==> src/hdl/spk_pkg.sv <==
// spk_pkg: shared types and constants for the speck block cipher engine
// no dependencies; used by the top level and the checker

package spk_pkg;

   localparam int FIELD_BITS     = 32;
   localparam int CSR_INDEX_BITS = 3;
   localparam int CSR_DATA_BITS  = 32;

   localparam logic MODE_ENC = 1'b0;
   localparam logic MODE_DEC = 1'b1;

   typedef logic [CSR_INDEX_BITS-1:0] csr_index_type;

   localparam csr_index_type CSR_KEY_WORD_0    = 3'd0;
   localparam csr_index_type CSR_KEY_WORD_1    = 3'd1;
   localparam csr_index_type CSR_KEY_WORD_2    = 3'd2;
   localparam csr_index_type CSR_KEY_WORD_3    = 3'd3;
   localparam csr_index_type CSR_NUM_KEY_WORDS = 3'd4;
   localparam csr_index_type CSR_NUM_ROUNDS    = 3'd5;
   localparam csr_index_type CSR_ROT_ALPHA     = 3'd6;
   localparam csr_index_type CSR_ROT_BETA      = 3'd7;

   localparam logic [2:0] KEY_WORDS_RESET = 3'd4;
   localparam logic [5:0] ROUNDS_RESET    = 6'd27;
   localparam logic [5:0] ALPHA_RESET     = 6'd8;
   localparam logic [5:0] BETA_RESET      = 6'd3;

   typedef enum logic [2:0] {
      ST_IDLE,
      ST_EXPAND,
      ST_FETCH,
      ST_ROUND,
      ST_FINISH
   } seq_state_type;

endpackage

==> src/hdl/spk_round_unit.sv <==
// spk_round_unit: one speck round, forward or inverse, on two words
// depends on nothing but its parameter; used by speck_block_cipher

module spk_round_unit #(
   parameter int WORD_BITS = 32,
   localparam int SHW = $clog2(WORD_BITS)
) (
   input  logic                 dec,
   input  logic [WORD_BITS-1:0] x_in,
   input  logic [WORD_BITS-1:0] y_in,
   input  logic [WORD_BITS-1:0] key,
   input  logic [SHW-1:0]       alpha,
   input  logic [SHW-1:0]       beta,
   output logic [WORD_BITS-1:0] x_out,
   output logic [WORD_BITS-1:0] y_out
);

   function automatic logic [WORD_BITS-1:0] rotr(input logic [WORD_BITS-1:0] v,
                                                 input logic [SHW-1:0] s);
      logic [2*WORD_BITS-1:0] d;
      d = {v, v} >> s;
      return d[WORD_BITS-1:0];
   endfunction

   function automatic logic [WORD_BITS-1:0] rotl(input logic [WORD_BITS-1:0] v,
                                                 input logic [SHW-1:0] s);
      logic [2*WORD_BITS-1:0] d;
      d = {v, v} << s;
      return d[2*WORD_BITS-1:WORD_BITS];
   endfunction

   logic [WORD_BITS-1:0] enc_x;
   logic [WORD_BITS-1:0] enc_y;
   logic [WORD_BITS-1:0] dec_x;
   logic [WORD_BITS-1:0] dec_y;

   always_comb begin
      enc_x = (rotr(x_in, alpha) + y_in) ^ key;
      enc_y = rotl(y_in, beta) ^ enc_x;
      dec_y = rotr(y_in ^ x_in, beta);
      dec_x = rotl((x_in ^ key) - dec_y, alpha);
   end

   assign x_out = dec ? dec_x : enc_x;
   assign y_out = dec ? dec_y : enc_y;

endmodule

==> src/hdl/speck_block_cipher.sv <==
// speck_block_cipher: speck block cipher engine with on-chip key expansion
// uses spk_pkg and spk_round_unit
//
// One shared round unit does one round per cycle, both for the key schedule and for the
// block. A block runs from accept through a round-key memory read ahead, the rounds and
// the load of the output register, which waits while an untaken result is held; a new
// request is taken only once the block is back in idle. After reset or any register
// write the next request first runs the key schedule, writing the round-key memory one
// entry a cycle. Decrypt reads the round keys in reverse. The result register lets the
// next request be accepted while a result waits.

module speck_block_cipher #(
   parameter int WORD_BITS     = 32,
   parameter int MAX_ROUNDS    = 34,
   parameter int MAX_KEY_WORDS = 4
) (
   input  logic                               clock,
   input  logic                               reset,
   input  logic                               req_valid,
   output logic                               req_ready,
   input  logic                               req_mode,
   input  logic [spk_pkg::FIELD_BITS-1:0]     req_x_word,
   input  logic [spk_pkg::FIELD_BITS-1:0]     req_y_word,
   output logic                               rsp_valid,
   input  logic                               rsp_ready,
   output logic [spk_pkg::FIELD_BITS-1:0]     rsp_x_result,
   output logic [spk_pkg::FIELD_BITS-1:0]     rsp_y_result,
   input  logic                               csr_wr_en,
   input  spk_pkg::csr_index_type             csr_index,
   input  logic [spk_pkg::CSR_DATA_BITS-1:0]  csr_wdata
);

   localparam int SHW = $clog2(WORD_BITS);
   localparam int CW  = $clog2(MAX_ROUNDS + 1);
   localparam int AW  = $clog2(MAX_ROUNDS);
   localparam int SW  = MAX_KEY_WORDS - 1;

   function automatic logic [SHW-1:0] rot_reduce(input logic [5:0] r);
      logic [6:0] v;
      v = {1'b0, r};
      for (int k = 0; k < 4; k++) begin
         if (v >= 7'(WORD_BITS)) begin
            v = v - 7'(WORD_BITS);
         end
      end
      return SHW'(v);
   endfunction

   // configuration registers
   logic [spk_pkg::FIELD_BITS-1:0] key_ff [4];
   logic [2:0]                     num_key_words_ff;
   logic [5:0]                     num_rounds_ff;
   logic [SHW-1:0]                 alpha_ff;
   logic [SHW-1:0]                 beta_ff;
   logic                           sched_ready_ff;

   // sequencer and datapath
   spk_pkg::seq_state_type state_ff;
   spk_pkg::seq_state_type state_in;
   logic [CW-1:0]          cnt_ff;
   logic [CW-1:0]          cnt_next;
   logic [WORD_BITS-1:0]   x_ff;
   logic [WORD_BITS-1:0]   y_ff;
   logic                   dec_ff;
   logic [WORD_BITS-1:0]   rk_cur_ff;
   logic [WORD_BITS-1:0]   sched_ff [SW];
   logic [WORD_BITS-1:0]   sched_shift [SW];
   logic [WORD_BITS-1:0]   rk_mem [MAX_ROUNDS];
   logic [WORD_BITS-1:0]   rk_rd_ff;
   logic                   rsp_valid_ff;
   logic                   rsp_valid_in;
   logic [spk_pkg::FIELD_BITS-1:0] rsp_x_result_ff;
   logic [spk_pkg::FIELD_BITS-1:0] rsp_y_result_ff;

   logic           req_fire;
   logic           load_block;
   logic           exp_init;
   logic           exp_step;
   logic           exp_done;
   logic           round_step;
   logic           rsp_load;
   logic           cnt_clear;
   logic           rounds_zero;
   logic [2:0]     m_eff;
   logic [CW-1:0]  t_eff;
   logic [6:0]     rounds_raw;
   logic           mem_we;
   logic [AW-1:0]  mem_waddr;
   logic [WORD_BITS-1:0] mem_wdata;
   logic [CW-1:0]  rd_idx;
   logic [AW-1:0]  mem_raddr;

   logic                 exp_mode;
   logic                 rnd_dec;
   logic [WORD_BITS-1:0] rnd_x_in;
   logic [WORD_BITS-1:0] rnd_y_in;
   logic [WORD_BITS-1:0] rnd_key;
   logic [WORD_BITS-1:0] rnd_x_out;
   logic [WORD_BITS-1:0] rnd_y_out;

   // effective key word count and round count
   always_comb begin
      if (num_key_words_ff < 3'd2) begin
         m_eff = 3'd2;
      end else if (num_key_words_ff > 3'(MAX_KEY_WORDS)) begin
         m_eff = 3'(MAX_KEY_WORDS);
      end else begin
         m_eff = num_key_words_ff;
      end
      rounds_raw = {1'b0, num_rounds_ff};
      if (rounds_raw > 7'(MAX_ROUNDS)) begin
         t_eff = CW'(MAX_ROUNDS);
      end else begin
         t_eff = CW'(rounds_raw);
      end
   end

   assign rounds_zero = (t_eff == '0);
   assign cnt_next    = cnt_ff + CW'(1);
   assign req_ready   = (state_ff == spk_pkg::ST_IDLE);
   assign req_fire    = req_valid & req_ready;

   // configuration port
   always_ff @(posedge clock) begin
      if (reset) begin
         for (int k = 0; k < 4; k++) begin
            key_ff[k] <= '0;
         end
         num_key_words_ff <= spk_pkg::KEY_WORDS_RESET;
         num_rounds_ff    <= spk_pkg::ROUNDS_RESET;
         alpha_ff         <= rot_reduce(spk_pkg::ALPHA_RESET);
         beta_ff          <= rot_reduce(spk_pkg::BETA_RESET);
      end else if (csr_wr_en) begin
         case (csr_index)
            spk_pkg::CSR_KEY_WORD_0:    key_ff[0] <= csr_wdata;
            spk_pkg::CSR_KEY_WORD_1:    key_ff[1] <= csr_wdata;
            spk_pkg::CSR_KEY_WORD_2:    key_ff[2] <= csr_wdata;
            spk_pkg::CSR_KEY_WORD_3:    key_ff[3] <= csr_wdata;
            spk_pkg::CSR_NUM_KEY_WORDS: num_key_words_ff <= csr_wdata[2:0];
            spk_pkg::CSR_NUM_ROUNDS:    num_rounds_ff <= csr_wdata[5:0];
            spk_pkg::CSR_ROT_ALPHA:     alpha_ff <= rot_reduce(csr_wdata[5:0]);
            spk_pkg::CSR_ROT_BETA:      beta_ff <= rot_reduce(csr_wdata[5:0]);
            default: ;
         endcase
      end
   end

   // sequencer
   always_ff @(posedge clock) begin
      if (reset) begin
         state_ff <= spk_pkg::ST_IDLE;
      end else begin
         state_ff <= state_in;
      end
   end

   always_comb begin
      state_in   = state_ff;
      load_block = 1'b0;
      exp_init   = 1'b0;
      exp_step   = 1'b0;
      exp_done   = 1'b0;
      round_step = 1'b0;
      rsp_load   = 1'b0;
      cnt_clear  = 1'b0;
      case (state_ff)
         spk_pkg::ST_IDLE: begin
            if (req_fire) begin
               load_block = 1'b1;
               cnt_clear  = 1'b1;
               if (!sched_ready_ff) begin
                  exp_init = 1'b1;
                  state_in = spk_pkg::ST_EXPAND;
               end else if (rounds_zero) begin
                  state_in = spk_pkg::ST_FINISH;
               end else begin
                  state_in = spk_pkg::ST_FETCH;
               end
            end
         end
         spk_pkg::ST_EXPAND: begin
            if (cnt_next < t_eff) begin
               exp_step = 1'b1;
            end else begin
               exp_done  = 1'b1;
               cnt_clear = 1'b1;
               state_in  = rounds_zero ? spk_pkg::ST_FINISH : spk_pkg::ST_FETCH;
            end
         end
         spk_pkg::ST_FETCH: begin
            state_in = spk_pkg::ST_ROUND;
         end
         spk_pkg::ST_ROUND: begin
            round_step = 1'b1;
            if (cnt_next == t_eff) begin
               state_in = spk_pkg::ST_FINISH;
            end
         end
         spk_pkg::ST_FINISH: begin
            if (!rsp_valid_ff || rsp_ready) begin
               rsp_load = 1'b1;
               state_in = spk_pkg::ST_IDLE;
            end
         end
         default: begin
            state_in = spk_pkg::ST_IDLE;
         end
      endcase
   end

   always_ff @(posedge clock) begin
      if (reset) begin
         cnt_ff         <= '0;
         sched_ready_ff <= 1'b0;
      end else begin
         if (cnt_clear) begin
            cnt_ff <= '0;
         end else if (exp_step || round_step) begin
            cnt_ff <= cnt_next;
         end
         if (csr_wr_en) begin
            sched_ready_ff <= 1'b0;
         end else if (exp_done) begin
            sched_ready_ff <= 1'b1;
         end
      end
   end

   // shared round unit: key schedule step or block round
   assign exp_mode = (state_ff == spk_pkg::ST_EXPAND);
   assign rnd_dec  = exp_mode ? spk_pkg::MODE_ENC : dec_ff;
   assign rnd_x_in = exp_mode ? sched_ff[0] : x_ff;
   assign rnd_y_in = exp_mode ? rk_cur_ff : y_ff;
   assign rnd_key  = exp_mode ? WORD_BITS'(cnt_ff) : rk_rd_ff;

   spk_round_unit #(
      .WORD_BITS (WORD_BITS)
   ) u_round (
      .dec   (rnd_dec),
      .x_in  (rnd_x_in),
      .y_in  (rnd_y_in),
      .key   (rnd_key),
      .alpha (alpha_ff),
      .beta  (beta_ff),
      .x_out (rnd_x_out),
      .y_out (rnd_y_out)
   );

   // schedule word window, new word lands at position m - 2
   always_comb begin
      for (int j = 0; j < SW; j++) begin
         if (3'(j + 2) == m_eff) begin
            sched_shift[j] = rnd_x_out;
         end else begin
            sched_shift[j] = sched_ff[(j + 1 < SW) ? j + 1 : j];
         end
      end
   end

   always_ff @(posedge clock) begin
      if (load_block) begin
         x_ff   <= WORD_BITS'(req_x_word);
         y_ff   <= WORD_BITS'(req_y_word);
         dec_ff <= (req_mode == spk_pkg::MODE_DEC);
      end else if (round_step) begin
         x_ff <= rnd_x_out;
         y_ff <= rnd_y_out;
      end
      if (exp_init) begin
         rk_cur_ff <= WORD_BITS'(key_ff[0]);
         for (int j = 0; j < SW; j++) begin
            sched_ff[j] <= WORD_BITS'(key_ff[j + 1]);
         end
      end else if (exp_step) begin
         rk_cur_ff <= rnd_y_out;
         for (int j = 0; j < SW; j++) begin
            sched_ff[j] <= sched_shift[j];
         end
      end
   end

   // round-key memory
   assign mem_we    = exp_init | exp_step;
   assign mem_waddr = exp_init ? '0 : AW'(cnt_next);
   assign mem_wdata = exp_init ? WORD_BITS'(key_ff[0]) : rnd_y_out;
   assign rd_idx    = (state_ff == spk_pkg::ST_FETCH) ? '0 : cnt_next;

   always_comb begin
      if (rd_idx >= t_eff) begin
         mem_raddr = '0;
      end else if (dec_ff) begin
         mem_raddr = AW'(t_eff - CW'(1) - rd_idx);
      end else begin
         mem_raddr = AW'(rd_idx);
      end
   end

   always_ff @(posedge clock) begin
      if (mem_we) begin
         rk_mem[mem_waddr] <= mem_wdata;
      end
      rk_rd_ff <= rk_mem[mem_raddr];
   end

   // result register
   assign rsp_valid_in = rsp_load | (rsp_valid_ff & ~rsp_ready);

   always_ff @(posedge clock) begin
      if (reset) begin
         rsp_valid_ff <= 1'b0;
      end else begin
         rsp_valid_ff <= rsp_valid_in;
      end
   end

   always_ff @(posedge clock) begin
      if (rsp_load) begin
         rsp_x_result_ff <= spk_pkg::FIELD_BITS'(x_ff);
         rsp_y_result_ff <= spk_pkg::FIELD_BITS'(y_ff);
      end
   end

   assign rsp_valid    = rsp_valid_ff;
   assign rsp_x_result = rsp_x_result_ff;
   assign rsp_y_result = rsp_y_result_ff;

endmodule

==> config.mk <==
export PLATFORM = sky130hd
export DESIGN_NAME = speck_block_cipher
export DESIGN_NICKNAME = d
export VERILOG_FILES = /design/src/hdl/spk_pkg.sv /design/src/hdl/spk_round_unit.sv /design/src/hdl/speck_block_cipher.sv
export SDC_FILE = /design/constraint.sdc
export NUM_CORES = 2
export LEC_CHECK = 0
export ABC_AREA = 1
export ABC_CLOCK_PERIOD_IN_PS = 8400
export BUFFER_PORTS_ARGS = -buffer_cell sky130_fd_sc_hd__buf_4
export CAP_MARGIN = 20
export CORE_MARGIN = 2
export CORE_UTILIZATION = 25
export CTS_BUF_LIST = sky130_fd_sc_hd__clkbuf_16
export CTS_CLUSTER_DIAMETER = 200
export DETAILED_ROUTE_END_ITERATION = 12
export HOLD_SLACK_MARGIN = 0.12
export RECOVER_POWER = 25
export REMOVE_ABC_BUFFERS = 1
export SYNTH_ARGS = -nofsm -noshare
export SYNTH_HDL_FRONTEND = slang
export SYNTH_SLANG_ARGS = --single-unit
==> constraint.sdc <==
create_clock -name clock -period 8.4 [get_ports clock]
set_input_delay 1.26 -clock clock [delete_from_list [all_inputs] [get_ports clock]]
set_output_delay 1.26 -clock clock [all_outputs]
set_load 0.005 [all_outputs]
Yosys cells after proc, flatten, opt, wreduce, memory -nomap -nowiden
Memories as Yosys holds them, arrays and structs flattened. A register that Yosys moved wholly into a read port is not among the register bits.
Index checks and enable logic that the tools add are counted.
W data, S select, Z words.
{"block": "word_totals", "ram_bits": 1312, "out_inout_bits": 66, "reg_bits": 191, "mem_count": 3, "inputBits": 105, "wordCells": 195}
{"block": "op_classes", "add_sub_neg": 12, "n_bitwise": 16, "n_shift": 4, "muxes": 100, "reduce_logical": 15, "eq_ne": 19, "order_cmp": 12}
{"name": "rk_mem", "words": 34, "width": 32, "read_ports": 1, "rd_ports_with_merged_regs": 1, "wr": 1, "line": "speck_block_cipher.sv:68", "rtl": "logic [WORD_BITS-1:0] rk_mem [MAX_ROUNDS];"}
{"name": "key_ff", "words": 4, "width": 32, "read_ports": 4, "rd_ports_with_merged_regs": 0, "wr": 4, "line": "speck_block_cipher.sv:50", "rtl": "logic [spk_pkg::FIELD_BITS-1:0] key_ff [4];"}
{"name": "sched_ff", "words": 3, "width": 32, "read_ports": 3, "rd_ports_with_merged_regs": 0, "wr": 3, "line": "speck_block_cipher.sv:66", "rtl": "logic [WORD_BITS-1:0] sched_ff [SW];"}
{"op": "$mux W32", "n": 22}
{"op": "$mux W7", "n": 23}
{"op": "$shl A64 B5 Y64", "n": 2}
{"op": "$shr A64 B5 Y32", "n": 2}
{"op": "$xor A32 B32 Y32", "n": 4}
{"op": "$ge A7 B6 Y1 const B", "n": 6}
{"op": "$mux W1", "n": 38}
{"op": "$add A32 B32 Y32", "n": 1}
{"op": "$sub A32 B32 Y32", "n": 1}
{"op": "$mux W6", "n": 5}
{"op": "$sub A7 B6 Y7 const B", "n": 4}
{"op": "$mux W3", "n": 8}
{"op": "$eq A3 B3 Y1 const B", "n": 5}
{"op": "$pmux W3 S5", "n": 1}
{"op": "$eq A3 B2 Y1 const B", "n": 4}
{"op": "$mux W5", "n": 2}
{"op": "$sub A5 B1 Y5 const B", "n": 2}
{"op": "$or A1 B1 Y1", "n": 9}
{"op": "$reduce_and A2 Y1", "n": 4}
{"op": "$sub A6 B6 Y7 const B", "n": 1}
{"op": "$add A6 B1 Y6 const B", "n": 1}
{"op": "$eq A2 B3 Y1 const A", "n": 2}
{"op": "$eq A3 B1 Y1 const B", "n": 2}
{"op": "$eq A6 B6 Y1", "n": 1}
{"op": "21 further kinds", "n": 28}

Depth between registers and ports, before layout
{"block": "logic_depth", "ltp_word": 17, "depth_mapped": 41}

Cells and area by module
Synthesis repeated with hierarchy kept, for this count alone.
{"block": "hier_totals", "hier_cells": 8834, "area_unflattened_um2": 78896.9}
{"mod": "speck_block_cipher", "cells_per_inst": 6391, "n_inst": 1, "area_each_um2": 65700.5}
{"mod": "spk_round_unit", "cells_per_inst": 2443, "n_inst": 1, "area_each_um2": 13196.4}

Worst setup path before layout
No wires, ideal clock.
{"block": "synth_timing", "path_kind": "flip-flop to flip-flop", "startpoint": "register cnt_ff[0]", "endpoint": "memory rk_mem[8][0] (enable)", "synth_period_minus_slack_ns": 7.091, "required_ns": 7.979, "arrival_ns": 6.670, "stages_incl_launch_ff": 19, "setup_time_ns": 0.421, "setup_slack_ns": 1.309, "cell_sequence": "dfxtp_1 clkbuf_1 nand4_1 nor2_1 xor2_1 inv_1 ha_1 nand2_1 nor2_1 o21ai_0 nand2_1 nor2_1 inv_1 nor2_1 inv_1 clkbuf_1 nand2_1 o211ai_1 nor2_1"}
{"block": "synth_between", "elab_chain_len": 7}
{"element": "start, declared", "line": "speck_block_cipher.sv:60", "rtl": "logic [CW-1:0] cnt_ff;"}
{"element": "start signal, assigned", "line": "speck_block_cipher.sv:219", "rtl": "cnt_ff <= cnt_next;"}
{"element": "$add A6 B1 Y6", "line": "speck_block_cipher.sv:119", "rtl": "assign cnt_next = cnt_ff + CW'(1);"}
{"element": "via cnt_next[5]", "line": "speck_block_cipher.sv:61", "rtl": "logic [CW-1:0] cnt_next;"}
{"element": "$lt A6 B6 Y1", "line": "speck_block_cipher.sv:182", "rtl": "if (cnt_next < t_eff) begin"}
{"element": "$mux W1", "line": "speck_block_cipher.sv:182"}
{"element": "$mux W1", "line": "speck_block_cipher.sv:166", "rtl": "case (state_ff)"}
{"element": "$or A1 B1 Y1", "line": "speck_block_cipher.sv:283", "rtl": "assign mem_we = exp_init | exp_step;"}
{"element": "via mem_we", "line": "speck_block_cipher.sv:87", "rtl": "logic mem_we;"}
{"element": "$mux W1", "line": "speck_block_cipher.sv:299", "rtl": "if (mem_we) begin"}
{"element": "$mux W1 (not written as such)", "line": "speck_block_cipher.sv:300", "rtl": "rk_mem[mem_waddr] <= mem_wdata;"}
{"element": "end, declared", "line": "speck_block_cipher.sv:68"}
The timed path passes the listed nets, and every way through them passes these cells.

Worst setup path after layout
{"block": "layout_timing", "startpoint": "register state_ff[0]", "endpoint": "memory rk_mem[5][20] (enable)"}
{"block": "layout_between", "elab_chain_len": 7}
{"element": "start, declared", "line": "speck_block_cipher.sv:58", "rtl": "spk_pkg::seq_state_type state_ff;"}
{"element": "start signal, assigned", "line": "speck_block_cipher.sv:151", "rtl": "state_ff <= spk_pkg::ST_IDLE;"}
{"element": "start signal, assigned", "line": "speck_block_cipher.sv:153", "rtl": "state_ff <= state_in;"}
{"element": "$logic_not A3 Y1", "line": "speck_block_cipher.sv:120, speck_block_cipher.sv:166"}
{"element": "$and A1 B1 Y1", "line": "speck_block_cipher.sv:121", "rtl": "assign req_fire = req_valid & req_ready;"}
{"element": "$mux W1", "line": "speck_block_cipher.sv:168", "rtl": "if (req_fire) begin"}
{"element": "$mux W1", "line": "speck_block_cipher.sv:166"}
{"element": "$or A1 B1 Y1", "line": "speck_block_cipher.sv:283"}
{"element": "$mux W1", "line": "speck_block_cipher.sv:299"}
{"element": "$mux W1 (not written as such)", "line": "speck_block_cipher.sv:300"}
Several ways; a longest one is shown, not always the timed one.

==> out/results.ini <==
[outcome]
status = complete, but fails checks
violations = max-capacitance violations, max-slew violations

[critical_path]
crit_arrival_ns = 8.31
max_stage_delay_ns = 1.99
slowest_stage = clkbuf_1
crit_required_ns = 8.85
path_class = register to register
crit_path_frequent_cell = nor2_1
ff2ff_setup_slack_ns = 0.53
worstPathCellList = nor2_1, nand2_1, nor2_1, clkinvlp_2, clkbuf_1, nor2_4, buf_4, clkbuf_1, a31oi_2, nor2_1, buf_4
crit_path_max_fanout = 40
reg2reg_from = state_ff[0]$_SDFFE_PP0P_
critPathBufInv = 5
crit_path_end_kind = register
crit_family = buffers and inverters
critPathLaunch = state_ff[0]$_SDFFE_PP0P_
worst_setup_path_start_kind = register

[clock_network]
cts_resized = 0
clkSinkCount = 1535
post_cts_buffers = 0
clk_pin_slew_ns = 0.07
htree_levels = 4
clk_path_buf_depth = 3
cts_tree = built
clock_latency_ns = 0.83
root_buffer = clkbuf_16
hold_buffers = 0
cts_buffers = 157

[sta]
worstMarginPinSlew_ns = 3.563
fin_crit_ns = 7.866
hold_slack_ns = 0.4548
relSlewSlack_pct = -137.5
drv_slew = 779
rsz0062_at_grt = no
fin_skew_ns = 0.05025
period_share_pct = 93.64
hold_viol = 0
setup_viol = 0
fmax_mhz = 127.1

[place]
gp_congestion = 1.020
port_buffers = 170
hpwlAfterDp_um = 189300
dpl-instance-area_um2 = 81510
placed_cells = 11710

[global_route]
antenna_found_initial = 14
grt_max_degree = 153
grt_pass1_wl_um = 397000
grt_pass1_vias = 54710
grt_overflow = 0
track_usage_pct = 18.01

[synth]
synth-async-reset-ratio_pct = 0
synth_warnings = 0
synth_top_cell_by_area = edfxtp_1
synth-compound-area-share_pct = 12.66
synth-seq-cells = 1535
synth_top_cell_area_share_pct = 59.05
synth_edf_count = 1473
synth-simple-area-share_pct = 19.09
syn_inst = 7869
synthMuxAreaShare_pct = 0.3742
synth_top_family_by_area = simple AND/OR/NAND/NOR gates
synth_adder_area_share_pct = 1.416
synth_commonest_cells = nand2_1, edfxtp_1, nor2_1, o21ai_0, nand3_1
syn_area_um2 = 74900
synth-xor-area-share_pct = 1.391
synth_area_leaders = edfxtp_1, nand2_1, o21ai_0, nor2_1, nand3_1
netlist-cell-type-count = 44
ys_seq_area_share_pct = 60.71
synth.avg_cell_area_um2 = 9.519
ys.flop_type = edfxtp_1
yosysMostFrequentCell = nand2_1

[flow_run]
maxCapViolCount = 27

[finish]
final_area_um2 = 86040
area_growth_pct = 14.87
fill_cells = 31010
nets = 8127
drive_above_1_share_pct = 8.590
final_cells = 12000

[detailed_routing]
wirelength_um = 282400
drtIter0Drc = 7600
avgRoutedWirePerCell_um = 23.54
drc = 0
drtPass1Iterations = 8
viasPerCell = 4.998
ant_nets = 0
vias = 59970

[hold_path]
hold_start = y_ff[27]$_DFFE_PP_
hp-class = register to register

[die]
dieArea_um2 = 304000
design.core.area_um2 = 297500
placementRows = 200
ios = 171
fp.dieW_um = 551.4
die_h_um = 551.4
floorplan.initialDensity_pct = 25.17

layout by cell type, fill, tap and decap left out, types with 28 or more instances in the layout:
cell / n
o21ai_1: 60
clkbuf_1: 44
edfxtp_1: 1473
xnor2_1: 62
o22ai_1: 130
buf_4: 281
dfxtp_1: 53
nor2_1: 826
clkbuf_4: 46
xor2_1: 57
a21oi_1: 492
clkinv_1: 48
ha_1: 80
a211oi_1: 130
nand3_1: 537
nand3_2: 33
clkbuf_16: 161
o21ai_0: 780
inv_1: 362
o21ai_2: 30
a31oi_1: 66
mux2i_1: 28
nand2_1: 2053
flip-flops by register name (all words and copies together), names as in the netlist, 3 cells and up:
name and count:
alpha_ff 5, beta_ff 5, cnt_ff 6, key_ff 128, num_key_words_ff 3, num_rounds_ff 6
rk_cur_ff 32, rk_mem 1088, rk_rd_ff 32, rsp_x_result 32, rsp_y_result 32, sched_ff 96
state_ff 3, x_ff 32, y_ff 32
worst register-to-register path: cells and delay by family, from the launching register on:
family,cells,cell delay (ns)
buffers and inverters,5,4.14
AND/OR/NAND/NOR,5,2.34
AO/OA/AOI/OAI,1,0.63
flip-flops,1,0.37
final timing paths:
path | endpoint | cells after the start
setup / recovery | rk_mem[5][20]$_DFFE_PP_ | 11
hold / removal | rsp_y_result[27]$_DFFE_PP_ | 0
setup reg to reg | rk_mem[5][20]$_DFFE_PP_ | 11
hold reg to reg | rsp_y_result[27]$_DFFE_PP_ | 0
layer usage:
layer / track usage [%] / share of wire, % / vias up
li1: - / - / 27530
met1: 24.89 / 42 / 29120
met2: 27.46 / 44 / 2830
met3: 3.201 / 8.9 / 481
met4: 8.037 / 4.9 / 6
met5: 0 / 0.015 / -
cells by family after synthesis:
group | count (synthesis)
AOI/OAI and AO/OA | 1749
xor gates and xnor gates | 119
adders and majority gates | 83
buffers and inverters | 818
DFF | 1535
muxes | 28
and+or+nand+nor | 3537
cell type report:
cell class              count  area (um2)  share of cell area, %
repair buffers            391        2985                  3.470
flip-flops and latches   1535       45480                  52.86
diodes                      3       7.507               0.008725
clock inverters           115       758.2                 0.8812
inverters                 338        1282                  1.490
well taps                3939        4928                  5.728
clock buffers             161        4029                  4.682
multi-input cells        5516       26570                  30.88
through the flow:
stage	setup TNS (ns)	setup WS, ns	util (%)
after detailed placement	0	1.297	27.40
after floorplan	-2915.85	-27.54	-
after global routing	0	0.3153	28.92
final	0	0.5342	28.92
after CTS	0	1.276	29.01
after global placement	0	1.168	27.37
Power is left out: the tool's default activity adds up to more than one toggle a clock period on the data nets, which glitch-free logic cannot reach.
